===== src/sv/rdd_pkg.sv =====
// Shared constants, types and codes of the deadlock detector.
`timescale 1ns / 1ps

package rdd_pkg;

   localparam int MAX_REQUESTERS = 16;
   localparam int RESOURCE_COUNT = 4;
   localparam int MIN_CHECK_ROWS = 4;

   localparam int REQ_INDEX_W = 4;
   localparam int RES_INDEX_W = 2;
   localparam int CELL_W      = 2;
   localparam int COUNT_W     = 5;
   localparam int COUNT_RESET = 16;

   localparam int ROW_W = $clog2(MAX_REQUESTERS);
   localparam int CNT_W = $clog2(MAX_REQUESTERS + 1);

   typedef logic [CELL_W-1:0] cell_type;
   typedef cell_type [RESOURCE_COUNT-1:0] row_type;
   typedef logic [RESOURCE_COUNT-1:0] res_mask_type;

   localparam cell_type CELL_IDLE       = 2'd0;
   localparam cell_type CELL_REQUESTING = 2'd1;
   localparam cell_type CELL_HOLDING    = 2'd2;

   typedef struct packed {
      logic         alive;
      logic         killed;
      res_mask_type hold;
   } eval_type;

   typedef enum logic [2:0] {
      ST_IDLE   = 3'b001,
      ST_SWEEP  = 3'b010,
      ST_FINISH = 3'b100
   } state_type;

endpackage


===== src/sv/rdd_cell_table.sv =====
// Requester-by-resource cell table with one cell write and one row read.
`timescale 1ns / 1ps

module rdd_cell_table (
   input  logic                    clock,
   input  logic                    reset,
   input  logic                    wr_en,
   input  logic [rdd_pkg::ROW_W-1:0]       wr_row,
   input  logic [rdd_pkg::RES_INDEX_W-1:0] wr_col,
   input  rdd_pkg::cell_type       wr_cell,
   input  logic [rdd_pkg::ROW_W-1:0]       rd_row,
   output rdd_pkg::row_type        rd_data
);

   rdd_pkg::row_type rows_ff [rdd_pkg::MAX_REQUESTERS];

   always_ff @(posedge clock) begin
      if (reset) begin
         for (int i = 0; i < rdd_pkg::MAX_REQUESTERS; i++) begin
            rows_ff[i] <= '0;
         end
      end else if (wr_en) begin
         rows_ff[wr_row][wr_col] <= wr_cell;
      end
   end

   assign rd_data = rows_ff[rd_row];

endmodule


===== src/sv/rdd_row_eval.sv =====
// Peel step for one requester row: keep or drop the row, collect held resources.
`timescale 1ns / 1ps

module rdd_row_eval (
   input  rdd_pkg::row_type      row,
   input  rdd_pkg::res_mask_type res_alive,
   input  logic                  req_alive,
   output rdd_pkg::eval_type     result
);

   rdd_pkg::res_mask_type wants;
   rdd_pkg::res_mask_type holds;

   always_comb begin
      for (int j = 0; j < rdd_pkg::RESOURCE_COUNT; j++) begin
         wants[j] = (row[j] == rdd_pkg::CELL_REQUESTING);
         holds[j] = (row[j] == rdd_pkg::CELL_HOLDING);
      end
      result.alive  = req_alive && ((wants & res_alive) != '0);
      result.killed = req_alive && !result.alive;
      result.hold   = result.alive ? holds : '0;
   end

endmodule


===== src/sv/rag_deadlock_detector_unit.sv =====
// Deadlock detector top level: cell table, peel sequencer and result register.
//
// Usage: each transfer on the req_ channel writes one cell (requester row,
// resource column, state) and yields exactly one rsp_ transfer whose
// rsp_deadlock bit tells whether the resource allocation graph now holds a
// directed cycle. csr_ writes set the number of requester rows in use; the
// graph is checked only when more than four rows are in use.
// Sequencing: with four or fewer rows, the item goes straight to the finish
// state. Otherwise the shared row evaluator sweeps the rows in use once per
// pass, one row a cycle, and repeats passes until nothing is peeled, at most
// 21 passes for 16 rows; the finish state then loads the output register.
// Throughput: one item at a time; req_stall is high from accept until the
// result is loaded into the output register.
// Reset: all cells idle, row count 16, no result pending.
// A stalled result holds in the output register; the next item may be
// accepted meanwhile, and its result waits until the register frees.
`timescale 1ns / 1ps

module rag_deadlock_detector_unit (
   input  logic                            clock,
   input  logic                            reset,
   input  logic                            req_valid,
   output logic                            req_stall,
   input  logic [rdd_pkg::REQ_INDEX_W-1:0] req_requester_index,
   input  logic [rdd_pkg::RES_INDEX_W-1:0] req_resource_index,
   input  logic [rdd_pkg::CELL_W-1:0]      req_cell_state,
   output logic                            rsp_valid,
   input  logic                            rsp_stall,
   output logic                            rsp_deadlock,
   input  logic                            csr_valid,
   output logic                            csr_ready,
   input  logic [rdd_pkg::COUNT_W-1:0]     csr_requester_count
);

   rdd_pkg::state_type state_ff, state_in;
   logic [rdd_pkg::COUNT_W-1:0] count_ff, count_in;
   logic [rdd_pkg::ROW_W-1:0]   idx_ff, idx_in;
   logic                        req_alive_ff [rdd_pkg::MAX_REQUESTERS];
   rdd_pkg::res_mask_type       res_alive_ff, res_alive_in;
   rdd_pkg::res_mask_type       hold_acc_ff, hold_acc_in;
   logic                        changed_ff, changed_in;
   logic                        any_alive_ff, any_alive_in;
   logic                        result_ff, result_in;
   logic                        rsp_valid_ff, rsp_valid_in;
   logic                        rsp_deadlock_ff, rsp_deadlock_in;

   logic                        req_accept;
   logic                        table_wr_en;
   logic [rdd_pkg::CNT_W-1:0]   rows_in_use;
   logic                        last_row;
   logic                        rsp_load;
   rdd_pkg::row_type            rd_row_data;
   rdd_pkg::eval_type           eval;
   rdd_pkg::res_mask_type       res_next;

   assign req_stall  = (state_ff != rdd_pkg::ST_IDLE);
   assign csr_ready  = (state_ff == rdd_pkg::ST_IDLE) && !req_valid;
   assign req_accept = req_valid && !req_stall;
   assign table_wr_en = req_accept &&
                        (int'(req_requester_index) < rdd_pkg::MAX_REQUESTERS);

   assign rows_in_use = (int'(count_ff) > rdd_pkg::MAX_REQUESTERS) ?
                        rdd_pkg::CNT_W'(rdd_pkg::MAX_REQUESTERS) :
                        rdd_pkg::CNT_W'(count_ff);
   assign last_row = (rdd_pkg::CNT_W'(idx_ff) == rows_in_use - rdd_pkg::CNT_W'(1));

   rdd_cell_table u_table (
      .clock   (clock),
      .reset   (reset),
      .wr_en   (table_wr_en),
      .wr_row  (rdd_pkg::ROW_W'(req_requester_index)),
      .wr_col  (req_resource_index),
      .wr_cell (req_cell_state),
      .rd_row  (idx_ff),
      .rd_data (rd_row_data)
   );

   rdd_row_eval u_eval (
      .row       (rd_row_data),
      .res_alive (res_alive_ff),
      .req_alive (req_alive_ff[idx_ff]),
      .result    (eval)
   );

   assign res_next = res_alive_ff & (hold_acc_ff | eval.hold);
   assign rsp_load = (state_ff == rdd_pkg::ST_FINISH) && (!rsp_valid_ff || !rsp_stall);

   always_comb begin
      state_in        = state_ff;
      count_in        = count_ff;
      idx_in          = idx_ff;
      res_alive_in    = res_alive_ff;
      hold_acc_in     = hold_acc_ff;
      changed_in      = changed_ff;
      any_alive_in    = any_alive_ff;
      result_in       = result_ff;
      rsp_valid_in    = rsp_valid_ff && rsp_stall;
      rsp_deadlock_in = rsp_deadlock_ff;

      if (csr_valid && csr_ready) begin
         count_in = csr_requester_count;
      end

      case (state_ff)
         rdd_pkg::ST_IDLE: begin
            if (req_accept) begin
               idx_in       = '0;
               res_alive_in = '1;
               hold_acc_in  = '0;
               changed_in   = 1'b0;
               any_alive_in = 1'b0;
               result_in    = 1'b0;
               if (rows_in_use > rdd_pkg::CNT_W'(rdd_pkg::MIN_CHECK_ROWS)) begin
                  state_in = rdd_pkg::ST_SWEEP;
               end else begin
                  state_in = rdd_pkg::ST_FINISH;
               end
            end
         end
         rdd_pkg::ST_SWEEP: begin
            hold_acc_in  = hold_acc_ff | eval.hold;
            changed_in   = changed_ff | eval.killed;
            any_alive_in = any_alive_ff | eval.alive;
            idx_in       = idx_ff + rdd_pkg::ROW_W'(1);
            if (last_row) begin
               idx_in       = '0;
               hold_acc_in  = '0;
               changed_in   = 1'b0;
               any_alive_in = 1'b0;
               res_alive_in = res_next;
               if (!(changed_ff || eval.killed || (res_next != res_alive_ff))) begin
                  result_in = any_alive_ff || eval.alive || (res_alive_ff != '0);
                  state_in  = rdd_pkg::ST_FINISH;
               end
            end
         end
         rdd_pkg::ST_FINISH: begin
            if (rsp_load) begin
               rsp_valid_in    = 1'b1;
               rsp_deadlock_in = result_ff;
               state_in        = rdd_pkg::ST_IDLE;
            end
         end
         default: begin
            state_in = rdd_pkg::ST_IDLE;
         end
      endcase
   end

   always_ff @(posedge clock) begin
      if (reset) begin
         state_ff     <= rdd_pkg::ST_IDLE;
         count_ff     <= rdd_pkg::COUNT_W'(rdd_pkg::COUNT_RESET);
         rsp_valid_ff <= 1'b0;
      end else begin
         state_ff     <= state_in;
         count_ff     <= count_in;
         rsp_valid_ff <= rsp_valid_in;
      end
   end

   always_ff @(posedge clock) begin
      idx_ff          <= idx_in;
      res_alive_ff    <= res_alive_in;
      hold_acc_ff     <= hold_acc_in;
      changed_ff      <= changed_in;
      any_alive_ff    <= any_alive_in;
      result_ff       <= result_in;
      rsp_deadlock_ff <= rsp_deadlock_in;
   end

   always_ff @(posedge clock) begin
      if (state_ff == rdd_pkg::ST_IDLE && req_accept) begin
         for (int i = 0; i < rdd_pkg::MAX_REQUESTERS; i++) begin
            req_alive_ff[i] <= 1'b1;
         end
      end else if (state_ff == rdd_pkg::ST_SWEEP) begin
         req_alive_ff[idx_ff] <= eval.alive;
      end
   end

   assign rsp_valid    = rsp_valid_ff;
   assign rsp_deadlock = rsp_deadlock_ff;

`ifndef SYNTHESIS
   a_accept_leaves_idle: assert property (@(posedge clock) disable iff (reset)
      req_accept |=> (state_ff != rdd_pkg::ST_IDLE))
      else $error("accepted item did not start work");

   a_sweep_index_in_range: assert property (@(posedge clock) disable iff (reset)
      (state_ff == rdd_pkg::ST_SWEEP) |-> (rdd_pkg::CNT_W'(idx_ff) < rows_in_use))
      else $error("sweep index beyond rows in use");

   a_resources_only_drop: assert property (@(posedge clock) disable iff (reset)
      (state_ff == rdd_pkg::ST_SWEEP && $past(state_ff) == rdd_pkg::ST_SWEEP) |->
      ((res_alive_ff & ~$past(res_alive_ff)) == '0))
      else $error("peeled resource came back");

   a_small_count_no_deadlock: assert property (@(posedge clock) disable iff (reset)
      (state_ff == rdd_pkg::ST_FINISH &&
       rows_in_use <= rdd_pkg::CNT_W'(rdd_pkg::MIN_CHECK_ROWS)) |-> !result_ff)
      else $error("deadlock flagged with too few rows in use");

   a_load_only_when_free: assert property (@(posedge clock) disable iff (reset)
      rsp_load |-> (!rsp_valid_ff || !rsp_stall))
      else $error("result register overwritten while stalled");
`endif

endmodule

===== config.mk =====
export PLATFORM = sky130hd
export DESIGN_NAME = rag_deadlock_detector_unit
export DESIGN_NICKNAME = d
export VERILOG_FILES = /design/src/sv/rdd_pkg.sv /design/src/sv/rdd_cell_table.sv /design/src/sv/rdd_row_eval.sv /design/src/sv/rag_deadlock_detector_unit.sv
export SDC_FILE = /design/constraint.sdc
export NUM_CORES = 1
export LEC_CHECK = 0
export BUFFER_PORTS_ARGS = -buffer_cell sky130_fd_sc_hd__buf_2
export CORE_MARGIN = 4
export CORE_UTILIZATION = 50
export DETAILED_ROUTE_END_ITERATION = 16
export HOLD_SLACK_MARGIN = 0.08
export PLACE_DENSITY = 0.76
export SYNTH_ARGS = -nofsm -noshare
export SYNTH_HDL_FRONTEND = slang
export SYNTH_HIERARCHICAL = 1
export SYNTH_SLANG_ARGS = --single-unit
export TNS_END_PERCENT = 20

===== constraint.sdc =====
create_clock -name clock -period 3.2 [get_ports clock]
set_clock_uncertainty 0.05 [all_clocks]
set_input_delay 0.16 -clock clock [delete_from_list [all_inputs] [get_ports clock]]
set_output_delay 0.16 -clock clock [all_outputs]
set_load 0.02 [all_outputs]

==> results of run 1 <==
-- power by group through the flow --
stage          combinational, uW  sequential, uW  clock (uW)
2_1_floorplan                628            2640           0
5_1_grt                     1100            2630        2040
3_5_place_dp                 830            2670           0
3_3_place_gp                 794            2660           0
4_1_cts                      878            2620        1920
6_report                    1030            2620        1910
-- routing by layer --
layer	global-route usage (%)	part of all wire, %
met2	36.8	49
met3	5.22	8.7
met5	0	0
met1	27.8	39
met4	8.73	3.1
-- area by class of cell --
cell class | instances | area (sq um) | area share, %
Clock buffer | 17 | 425 | 4.42
Clock inverter | 15 | 115 | 1.20
Inverter | 10 | 37.5 | 0.390
Multi-Input combinational cell | 468 | 3280 | 34.1
Sequential cell | 173 | 4900 | 51.0
Tap cell | 220 | 275 | 2.86
Timing Repair Buffer | 67 | 574 | 5.97
-- cells in the mapped netlist, drive strengths merged, types with 2 or more instances --
cell           number  area (sq um)
nand4               8          50.1
clkdlybuf4s25       3          30.0
nand2              46           173
o22ai               2          12.5
clkbuf             34           128
a21oi              11          55.1
nand3b              4          30.0
mux4               37           886
nor2b              13          81.3
o21bai             64           480
inv                10          37.5
o21ai              42           214
xor2                3          26.3
a22oi              18           135
nand3              28           140
xnor2               4          35.0
nor4                2          12.5
dfxtp              29           581
buf                20           123
nand2b              4          25.0
ha                  5          62.6
nor2              149           559
and2                3          18.8
and3b               2          17.5
edfxtp            144          4320
nor3                5          30.0
-- critical path, stage by stage, from the launching register on --
cell and delay [ns]:
sky130_fd_sc_hd__edfxtp_1 0.43, sky130_fd_sc_hd__buf_6 0.16, sky130_fd_sc_hd__clkbuf_16 0.17, sky130_fd_sc_hd__buf_4 0.14, sky130_fd_sc_hd__mux4_2 0.43, sky130_fd_sc_hd__a22oi_2 0.24
sky130_fd_sc_hd__nand2_2 0.09, sky130_fd_sc_hd__nand3b_1 0.11, sky130_fd_sc_hd__o21a_4 0.19, sky130_fd_sc_hd__a21oi_2 0.07, sky130_fd_sc_hd__nor2_1 0.17, sky130_fd_sc_hd__a22oi_2 0.11
sky130_fd_sc_hd__a31o_2 0.25, sky130_fd_sc_hd__or3b_1 0.34, sky130_fd_sc_hd__o211ai_1 0.10
-- metrics by stage --
step	worst slack (ns)	TNS, ns	instance area [sq um]	power (uW)
3_5_place_dp	-0.0384	-0.0384	8670	3500
2_1_floorplan	0.179	0	8430	3270
3_3_place_gp	0.106	0	8670	3460
5_1_grt	-0.0550	-0.0550	9620	5770
4_1_cts	-0.0285	-0.0285	9390	5420
6_report	0.0617	0	9620	5570
-- timing repair --
item / CTS / global route
setup buffers: 1 / 13
pin swaps: 0 / 23
endpoints found under the hold margin: 12 / 0
hold buffers: 13 / 0
resized for setup: 3 / 36
setup endpoints to repair: 2 / 3
cloned: 1 / 2
-- state kept, by name, indices dropped and copies added, names as in the netlist, named ones only --
name	cells
hold_acc_ff	4
result_ff	1
rsp_valid	1
res_alive_ff	4
u_table/rows_ff	128
idx_ff	4
state_ff	3
any_alive_ff	1
rsp_deadlock	1
changed_ff	1
count_ff	5
req_alive_ff	16
-- worst paths after layout --
kind         slack (ns)  cells after the start                  endpoint
max                0.06                     14  state_ff[1]$_SDFFE_PP0P_
min                0.11                      3  state_ff[1]$_SDFFE_PP0P_
max reg2reg        0.06                     14  state_ff[1]$_SDFFE_PP0P_
min reg2reg        0.39                      0    rsp_deadlock$_DFFE_PP_
-- layout by cell type (no fill, tap or decap), types with 4 or more instances in the layout --
| master | n |
|---|---|
| sky130_fd_sc_hd__nor2_1 | 145 |
| sky130_fd_sc_hd__edfxtp_1 | 144 |
| sky130_fd_sc_hd__o21bai_1 | 64 |
| sky130_fd_sc_hd__nand2_1 | 42 |
| sky130_fd_sc_hd__o21ai_0 | 40 |
| sky130_fd_sc_hd__mux4_2 | 31 |
| sky130_fd_sc_hd__dfxtp_1 | 29 |
| sky130_fd_sc_hd__nand3_1 | 28 |
| sky130_fd_sc_hd__buf_4 | 25 |
| sky130_fd_sc_hd__buf_2 | 21 |
| sky130_fd_sc_hd__clkbuf_16 | 19 |
| sky130_fd_sc_hd__nor2b_1 | 13 |
| sky130_fd_sc_hd__dlygate4sd3_1 | 13 |
| sky130_fd_sc_hd__a22oi_2 | 12 |
| sky130_fd_sc_hd__inv_1 | 10 |
| sky130_fd_sc_hd__a21oi_1 | 8 |
| sky130_fd_sc_hd__nand4_1 | 8 |
| sky130_fd_sc_hd__a22oi_1 | 6 |
| sky130_fd_sc_hd__mux4_1 | 6 |
| sky130_fd_sc_hd__ha_1 | 5 |
| sky130_fd_sc_hd__clkinvlp_4 | 5 |
| sky130_fd_sc_hd__nor2_2 | 4 |
| sky130_fd_sc_hd__nand2b_1 | 4 |
| sky130_fd_sc_hd__xnor2_1 | 4 |
| sky130_fd_sc_hd__nand2_2 | 4 |
| sky130_fd_sc_hd__nand3b_1 | 4 |
| sky130_fd_sc_hd__nor3_1 | 4 |
-- logic make-up after synthesis --
family,synth area share [%]
AOI/OAI and AO/OA,11.9
xor gates and xnor gates,0.727
adders and majority gates,0.742
buffers and inverters,3.77
DFF,58.2
muxes,10.5
and+or+nand+nor,14.2
==> results.cfg, run 1 <==
[place]
globalplace.congestion = 0.837
place_inst = 908
io_buffers = 21
final_hpwl_dp_um = 13100

[yosys]
synth_cell_type_count = 50
synthFlopType = sky130_fd_sc_hd__edfxtp_1
post_synth_instance_area_sq_um = 8430
netlist_instances = 708
synth_seq_area_share_pct = 58.2
syn_area_per_cell_sq_um = 11.9
synth-seq-cells = 173
postSynth.asyncResetShare_pct = 0
synth-edff-count = 144
yosysWarnings = 6
mappedNetlistNets = 731

[clocking]
tritoncts.num_buffers = 17
clock_insertion_delay_at_the_later_pin_of_the_skew_report_ns = 0.44
clockBufferDepth = 2
cts.root.buffer_cell = sky130_fd_sc_hd__clkbuf_16
tritoncts_clock_tree = yes
clkSlewWorstSetupHoldPaths_ns = 0.07
cts_sinks = 173
htree_levels = 4

[timing]
fmax_ghz = 0.319
grt_setup_unrepaired = yes
finalHoldWorstSlack_ns = 0.109
worstMarginPinSlew_ns = 0.743
final_max_slew_viol_count = 0
period_needed_ns = 3.14
slew_headroom_pct = 50.3
timing.final.crit_share_pct = 98.1
setup-violations-final = 0
number_of_hold_slack_violations_in_the_final_timing_report = 0

[die]
row_count = 47
core_area_sq_um = 16500
die_y_um = 138
fp.dieArea_sq_um = 19000
start_util_pct = 51.0
ioPinCount = 22
die_width_um = 138

[worst_setup_path]
r2r-start = idx_ff[0]$_DFFE_PP_
timing.critical_path.to_type = flop
critical_path.startpoint = idx_ff[0]$_DFFE_PP_
worst-setup-path-type = flop to flop
cp-start-kind = flop
required_ns = 3.50
critical_path_peak_fanout = 8
data_arrival_critical_path_ns = 3.44

[routing]
route.vias.total = 5985
final_antenna_net_count = 0
drt_iter0_drc = 630
avgViaCountPerCell = 6.17
post_drt_wl_per_cell_um = 21.3
remaining_drc_errors = 0
totalWireLength_um = 20600
drt-pass1-iter-count = 5

[power]
max-vdd-ir-drop_mv = 0.442
combinationalPowerShare_pct = 18.6
power.share.clock_pct = 34.3
power.leakage_uw = 0.00318
net-switching-power_uw = 1570
int_power_uw = 4000
power.density_cell_area_nw_per_um2 = 579
power.switching_fraction_pct = 28.2
share_seq_of_total_power_pct = 47.1

[cells_and_area]
synthToLayoutAreaGrowth_pct = 14.1
finish.net_count = 760
fin_cells = 970
utilization_pct = 58.2
drive_above_1_share_pct = 19.3
antennaDiodeCount = 0
fillers = 1256

[global_route]
grt_antenna_before_repair = 0
global_route.overflow_total = 0
wire_length_of_the_first_global_routing_pass_um = 31200
groute.usage.overall_pct = 22.0
pin_count_of_the_biggest_net_entering_global_routing = 68
first_global_vias = 5970

[worst_hold_path]
timing.hold.worst.start = req_valid
tightest_hold_check_type = input pin to flop

[flow_run]
maxCapViolations = 0

[run_status]
status = completed
No activity file was read; power rests on OpenSTA's default activity.
==> inputs of run 2 (changes only) <==
- ABC_AREA: default -> 1
- BUFFER_PORTS_ARGS: -buffer_cell sky130_fd_sc_hd__buf_2 -> default
- DONT_BUFFER_PORTS: default -> 1
- PLACE_DENSITY: 0.76 -> 0.75
==> results.cfg, run 2 <==
[run_status]
status = completed

[global_route]
pin_count_of_the_biggest_net_entering_global_routing = 70
groute.usage.overall_pct = 22.2
global_route.overflow_total = 0
first_global_vias = 7101
wire_length_of_the_first_global_routing_pass_um = 35300
grt_antenna_before_repair = 0

[routing]
totalWireLength_um = 21500
post_drt_wl_per_cell_um = 15.6
drt-pass1-iter-count = 5
final_antenna_net_count = 0
route.vias.total = 7425
drt_iter0_drc = 776
remaining_drc_errors = 0
avgViaCountPerCell = 5.38

[flow_run]
maxCapViolations = 0

[worst_hold_path]
timing.hold.worst_path_depth = 4
tightest_hold_check_type = input pin to flop

[power]
power.leakage_uw = 0.00447
power.switching_fraction_pct = 37.0
power.density_cell_area_nw_per_um2 = 716
combinationalPowerShare_pct = 32.3
int_power_uw = 4540
net-switching-power_uw = 2660
power.share.clock_pct = 28.7
share_seq_of_total_power_pct = 39.0
max-vdd-ir-drop_mv = 0.534

[place]
place_inst = 1333
globalplace.congestion = 0.880
detailedPlace.worstSlack_ns = 0.236
io_buffers = 0
dpl_cell_area_sq_um = 9320
final_hpwl_dp_um = 14200

[cells_and_area]
utilization_pct = 56.0
biggestRegsByFlops = u_table/rows_ff (128), req_alive_ff (16), count_ff (5)
synthToLayoutAreaGrowth_pct = 10.4
final_area_sq_um = 10100
fin_cells = 1380
final_cell_mix = 354 x sky130_fd_sc_hd__nand2_1, 169 x sky130_fd_sc_hd__nor2_1, 145 x sky130_fd_sc_hd__inv_1
number_of_flip_flops_in_the_largest_register = 128
mostFrequentLayoutCell = sky130_fd_sc_hd__nand2_1
top_register = u_table/rows_ff
drive_above_1_share_pct = 7.47
finish.net_count = 1161
antennaDiodeCount = 0

[yosys]
post_synth_instance_area_sq_um = 9110
yosys.area_share.simple_pct = 31.4
synth-edff-count = 144
synthFlopType = sky130_fd_sc_hd__edfxtp_1
yosysWarnings = 6
synth.most_common_cell = sky130_fd_sc_hd__nand2_1
synth_top_cells_by_area = sky130_fd_sc_hd__edfxtp_1 47%, sky130_fd_sc_hd__nand2_1 15%, sky130_fd_sc_hd__nor2_1 7.0%
yosys-mux-area-fraction_pct = 0.439
post_synth_most_frequent_cells = 354 x sky130_fd_sc_hd__nand2_1, 169 x sky130_fd_sc_hd__nor2_1, 147 x sky130_fd_sc_hd__inv_1, 144 x sky130_fd_sc_hd__edfxtp_1, 112 x sky130_fd_sc_hd__nand3_1
synthDominantAreaCellType = sky130_fd_sc_hd__edfxtp_1
syn_area_per_cell_sq_um = 8.00
synth-xor-area-share_pct = 0.288
synth_compound_gate_area_share_pct = 4.23
mappedNetlistNets = 1162
synth-adder-area-share_pct = 0.687
postSynth.asyncResetShare_pct = 0
netlist_instances = 1139
synth-seq-cells = 173
synth_cell_type_count = 36
yosys.area.top_type_share_pct = 47.5
main_combinational_cell_family_by_area_after_synthesis = simple AND/OR/NAND/NOR gates
synth_seq_area_share_pct = 53.8

[clocking]
clock_insertion_delay_at_the_later_pin_of_the_skew_report_ns = 0.43
tritoncts_clock_tree = yes
clockBufferDepth = 2
clkSlewWorstSetupHoldPaths_ns = 0.07
cts_sinks = 173
tritoncts.num_buffers = 17
htree_levels = 4
cts.root.buffer_cell = sky130_fd_sc_hd__clkbuf_16

[die]
ioPinCount = 22
die_width_um = 143
start_util_pct = 50.7
die_y_um = 143
fp.dieArea_sq_um = 20400
core_area_sq_um = 18000
row_count = 49

[timing]
number_of_hold_slack_violations_in_the_final_timing_report = 0
slew_headroom_pct = 44.1
post-route-worst-setup-slack_ns = 0.279
fmax_ghz = 0.342
grt_setup_unrepaired = no
tns_ns = 0
worstMarginPinSlew_ns = 0.837
setup-violations-final = 0
final_max_slew_viol_count = 0
period_needed_ns = 2.92
timing.final.crit_share_pct = 91.3

[worst_setup_path]
cp-start-kind = flop
cp-endpoint = result_ff$_SDFFCE_PN0P_
reg2reg_setup_slack_ns = 0.28
required_ns = 3.28
critical_path.startpoint = idx_ff[0]$_DFFE_PP_
timing.critical_path.to_type = flop
worst_r2r_path_depth = 15
worst-setup-path-type = flop to flop
critical_path_peak_fanout = 34
data_arrival_critical_path_ns = 3.00
crit-reg2reg-capture = result_ff$_SDFFCE_PN0P_
r2r-start = idx_ff[0]$_DFFE_PP_
[run 2: cell count changes after synthesis, moves of 7 or more]
cell	before	now
sky130_fd_sc_hd__a22oi_1	18	0
sky130_fd_sc_hd__inv_1	10	147
sky130_fd_sc_hd__inv_2	0	9
sky130_fd_sc_hd__mux4_1	14	0
sky130_fd_sc_hd__mux4_2	23	0
sky130_fd_sc_hd__nand2_1	46	354
sky130_fd_sc_hd__nand3_1	28	112
sky130_fd_sc_hd__nand4_1	8	1
sky130_fd_sc_hd__nor2_1	149	169
sky130_fd_sc_hd__nor2_4	0	8
sky130_fd_sc_hd__nor2b_1	13	0
sky130_fd_sc_hd__o21bai_1	64	2
[run 2: final cells by class]
type | instances | area [sq um]
clock buffers | 17 | 425
clock inverters | 15 | 159
fillers | 1583 | 7900
inverters | 157 | 601
multi-input cells | 757 | 3370
flip-flops and latches | 173 | 4900
well taps | 229 | 287
repair buffers | 32 | 315
[run 2: worst max-delay path, stage by stage, from the launching register on]
cell	delay (ns)
sky130_fd_sc_hd__edfxtp_1	0.46
sky130_fd_sc_hd__inv_4	0.21
sky130_fd_sc_hd__buf_12	0.21
sky130_fd_sc_hd__nand2_1	0.07
sky130_fd_sc_hd__nand3_1	0.10
sky130_fd_sc_hd__nand3_1	0.14
sky130_fd_sc_hd__nand3_1	0.13
sky130_fd_sc_hd__nand2_1	0.07
sky130_fd_sc_hd__or2_0	0.22
sky130_fd_sc_hd__nor3_1	0.27
sky130_fd_sc_hd__inv_1	0.10
sky130_fd_sc_hd__nand3_1	0.08
sky130_fd_sc_hd__nand2_1	0.05
sky130_fd_sc_hd__nor2_1	0.20
sky130_fd_sc_hd__nor2_4	0.06
sky130_fd_sc_hd__nor3_1	0.19
[run 2: worst min path at each step]
stage | end | startpoint
CTS | u_table/rows_ff[4][2]$_SDFFCE_PN0P_ | req_resource_index[1]
global placement | count_ff[0]$_SDFFE_PP0P_ | reset
detailed placement | count_ff[1]$_SDFFE_PP0P_ | reset
floorplan | count_ff[0]$_SDFFE_PP0P_ | reset
global route | u_table/rows_ff[14][5]$_SDFFCE_PN0P_ | req_resource_index[0]
finish | u_table/rows_ff[4][2]$_SDFFCE_PN0P_ | req_resource_index[1]
[run 2: through the flow]
| stage | total power (uW) | hold WS (ns) |
|---|---|---|
| final | 7210 | 0.233 |
| after global routing | 7640 | 0.231 |
| after floorplan | 4490 | 0.179 |
| after detailed placement | 5100 | 0.182 |
| after global placement | 5090 | 0.181 |
| after CTS | 7190 | 0.214 |
[run 2: routing by layer]
layer	part of all wire, %	track usage (%)	wire, um	vias up
met5	0	0	0	-
met4	2.8	8.20	597	0
met3	8.1	5.96	1750	57
met2	49	37.6	10600	286
met1	40	27.4	8600	3468
li1	-	-	-	3614
[run 2: cell families after synthesis]
logic type / Yosys count
mux: 4
flops: 173
buf+inv: 209
simple gates: 672
xor+xnor: 3
fa+ha+maj: 5
compound gates: 73
[run 2: power by group through the flow]
| stage | registers (uW) | logic, uW | clock network, uW |
|---|---|---|---|
| after floorplan | 2810 | 1680 | 0 |
| after global placement | 2850 | 2240 | 0 |
| after detailed placement | 2850 | 2250 | 0 |
| after CTS | 2800 | 2300 | 2090 |
| after global routing | 2830 | 2600 | 2200 |
| final | 2810 | 2330 | 2070 |
[run 2: repair_timing]
action | 4_1_cts | 5_1_grt
resized for setup | 0 | 3
hold endpoints to repair | 10 | 0
endpoints found under the setup margin | 0 | 4
hold buffers | 15 | 0
setup buffers | 0 | 0
==> inputs of run 3 (changes only) <==
- CORE_MARGIN: 4 -> default
==> results.cfg, run 3 (same netlist as run 2, synthesis figures left out) <==
[cells_and_area]
drive_above_1_share_pct = 8.23
fillers = 1547
biggestRegsByFlops = u_table/rows_ff (128), req_alive_ff (16), count_ff (5)
final_cell_mix = 354 x sky130_fd_sc_hd__nand2_1, 169 x sky130_fd_sc_hd__nor2_1, 145 x sky130_fd_sc_hd__inv_1
mostFrequentLayoutCell = sky130_fd_sc_hd__nand2_1
fin_cells = 1384
register_area_sq_um = 4900
top_register = u_table/rows_ff
synthToLayoutAreaGrowth_pct = 11.1
footprint_of_the_multi_input_gates_sq_um = 3400
antennaDiodeCount = 0
number_of_flip_flops_in_the_largest_register = 128
finish.net_count = 1165

[clocking]
tritoncts.num_buffers = 17
clkSlewWorstSetupHoldPaths_ns = 0.08
clock_insertion_delay_at_the_later_pin_of_the_skew_report_ns = 0.44
htree_levels = 4
clockBufferDepth = 2
cts.root.buffer_cell = sky130_fd_sc_hd__clkbuf_16
tritoncts_clock_tree = yes
cts_sinks = 173

[die]
fp.dieArea_sq_um = 18800
die_y_um = 137
die_width_um = 137
ioPinCount = 22
row_count = 49
start_util_pct = 50.9
core_area_sq_um = 17900

[routing]
avgViaCountPerCell = 5.40
post_drt_wl_per_cell_um = 15.7
remaining_drc_errors = 0
totalWireLength_um = 21700
drt_iter0_drc = 796
route.vias.total = 7471
drt-pass1-iter-count = 6
final_antenna_net_count = 0

[run_status]
status = completed

[worst_setup_path]
cp-start-kind = flop
r2r-start = idx_ff[0]$_DFFE_PP_
reg2reg_setup_slack_ns = 0.25
required_ns = 3.49
crit-reg2reg-capture = state_ff[2]$_SDFFE_PP0P_
timing.critical_path.to_type = flop
worst-setup-path-type = flop to flop
critical_path.startpoint = idx_ff[0]$_DFFE_PP_
worst_r2r_path_depth = 18
critical_path_peak_fanout = 34
cp-endpoint = state_ff[2]$_SDFFE_PP0P_
data_arrival_critical_path_ns = 3.24

[power]
max-vdd-ir-drop_mv = 0.388
power.leakage_uw = 0.00448
power.density_cell_area_nw_per_um2 = 719

[flow_run]
maxCapViolations = 0

[place]
place_inst = 1335
globalplace.congestion = 0.895
io_buffers = 0
final_hpwl_dp_um = 13600

[global_route]
grt_antenna_before_repair = 0
pin_count_of_the_biggest_net_entering_global_routing = 70
wire_length_of_the_first_global_routing_pass_um = 34100
groute.usage.overall_pct = 24.2
first_global_vias = 6850
global_route.overflow_total = 0

[timing]
setup-violations-final = 0
timing.final.crit_share_pct = 92.3
fmax_ghz = 0.339
slew_headroom_pct = 46.3
final_max_slew_viol_count = 0
finalHoldWorstSlack_ns = 0.115
number_of_hold_slack_violations_in_the_final_timing_report = 0
worstMarginPinSlew_ns = 0.805
period_needed_ns = 2.95
tns_ns = 0

[worst_hold_path]
tightest_hold_check_type = input pin to flop
run 3: how the worst min path moves through the flow:
| stage | from | to | slack [ns] | depth (start not counted) |
|---|---|---|---|---|
| 5_1_grt | req_cell_state[1] | u_table/rows_ff[15][1]$_SDFFCE_PN0P_ | 0.13 | 2 |
| 4_1_cts | req_cell_state[1] | u_table/rows_ff[5][1]$_SDFFCE_PN0P_ | 0.1 | 2 |
| 2_1_floorplan | reset | count_ff[0]$_SDFFE_PP0P_ | 0.18 | 1 |
| 3_3_place_gp | reset | count_ff[1]$_SDFFE_PP0P_ | 0.18 | 1 |
| 6_report | req_cell_state[1] | u_table/rows_ff[4][3]$_SDFFCE_PN0P_ | 0.12 | 2 |
| 3_5_place_dp | reset | count_ff[1]$_SDFFE_PP0P_ | 0.19 | 1 |
run 3: report_power, final:
| part | total (uW) | leakage (uW) | internal [uW] | switching (uW) |
|---|---|---|---|---|
| clock network | 2020 | 0.000273 | 1040 | 980 |
| logic | 2450 | 0.00250 | 755 | 1690 |
| registers | 2810 | 0.00170 | 2670 | 147 |
run 3: timing repair:
item | CTS | global route
setup buffers | 0 | 1
endpoints found under the setup margin | 0 | 4
hold endpoints to repair | 10 | 0
hold buffers | 15 | 0
gates resized for setup | 0 | 11
run 3: metal layers:
layer | global-route usage, % | vias up | wire length [um]
met2 | 42.1 | 341 | 10800
met5 | 0 | - | 0
li1 | - | 3615 | -
met1 | 29.8 | 3467 | 8640
met3 | 4.96 | 48 | 1760
met4 | 8.30 | 0 | 454
run 3: final cells by class:
cell class	count	area share, %
Tap cell	229	2.83
Clock inverter	15	1.48
Sequential cell	173	48.4
Timing Repair Buffer	36	3.53
Multi-Input combinational cell	757	33.6
Clock buffer	17	4.20
Inverter	157	5.96
run 3: per-stage QoR:
step | setup slack (ns) | area, sq um | total power (uW) | util (%)
floorplan | 0.541 | 9110 | 4490 | -
global placement | 0.345 | 9340 | 5080 | 52.2
detailed placement | 0.285 | 9340 | 5120 | 52.2
CTS | 0.236 | 10100 | 7150 | 56.2
global route | -0.000681 | 10100 | 7670 | 56.6
finish | 0.248 | 10100 | 7280 | 56.6
run 3: worst max-delay path, cell delays in order (launching register included):
cell                       delay, ns
sky130_fd_sc_hd__edfxtp_1       0.47
sky130_fd_sc_hd__buf_4          0.17
sky130_fd_sc_hd__buf_8          0.24
sky130_fd_sc_hd__nand2_1        0.10
sky130_fd_sc_hd__nand3_1        0.08
sky130_fd_sc_hd__nand3_1        0.12
sky130_fd_sc_hd__nand3_1        0.16
sky130_fd_sc_hd__nand2_1        0.08
sky130_fd_sc_hd__or2_0          0.23
sky130_fd_sc_hd__nor3_2         0.20
sky130_fd_sc_hd__inv_1          0.09
sky130_fd_sc_hd__nand3_1        0.07
sky130_fd_sc_hd__nand3_1        0.08
sky130_fd_sc_hd__nor2_1         0.20
sky130_fd_sc_hd__nor2_4         0.07
sky130_fd_sc_hd__nor2_2         0.13
sky130_fd_sc_hd__nand3_2        0.12
sky130_fd_sc_hd__nor2_1         0.12
sky130_fd_sc_hd__nor2_1         0.06
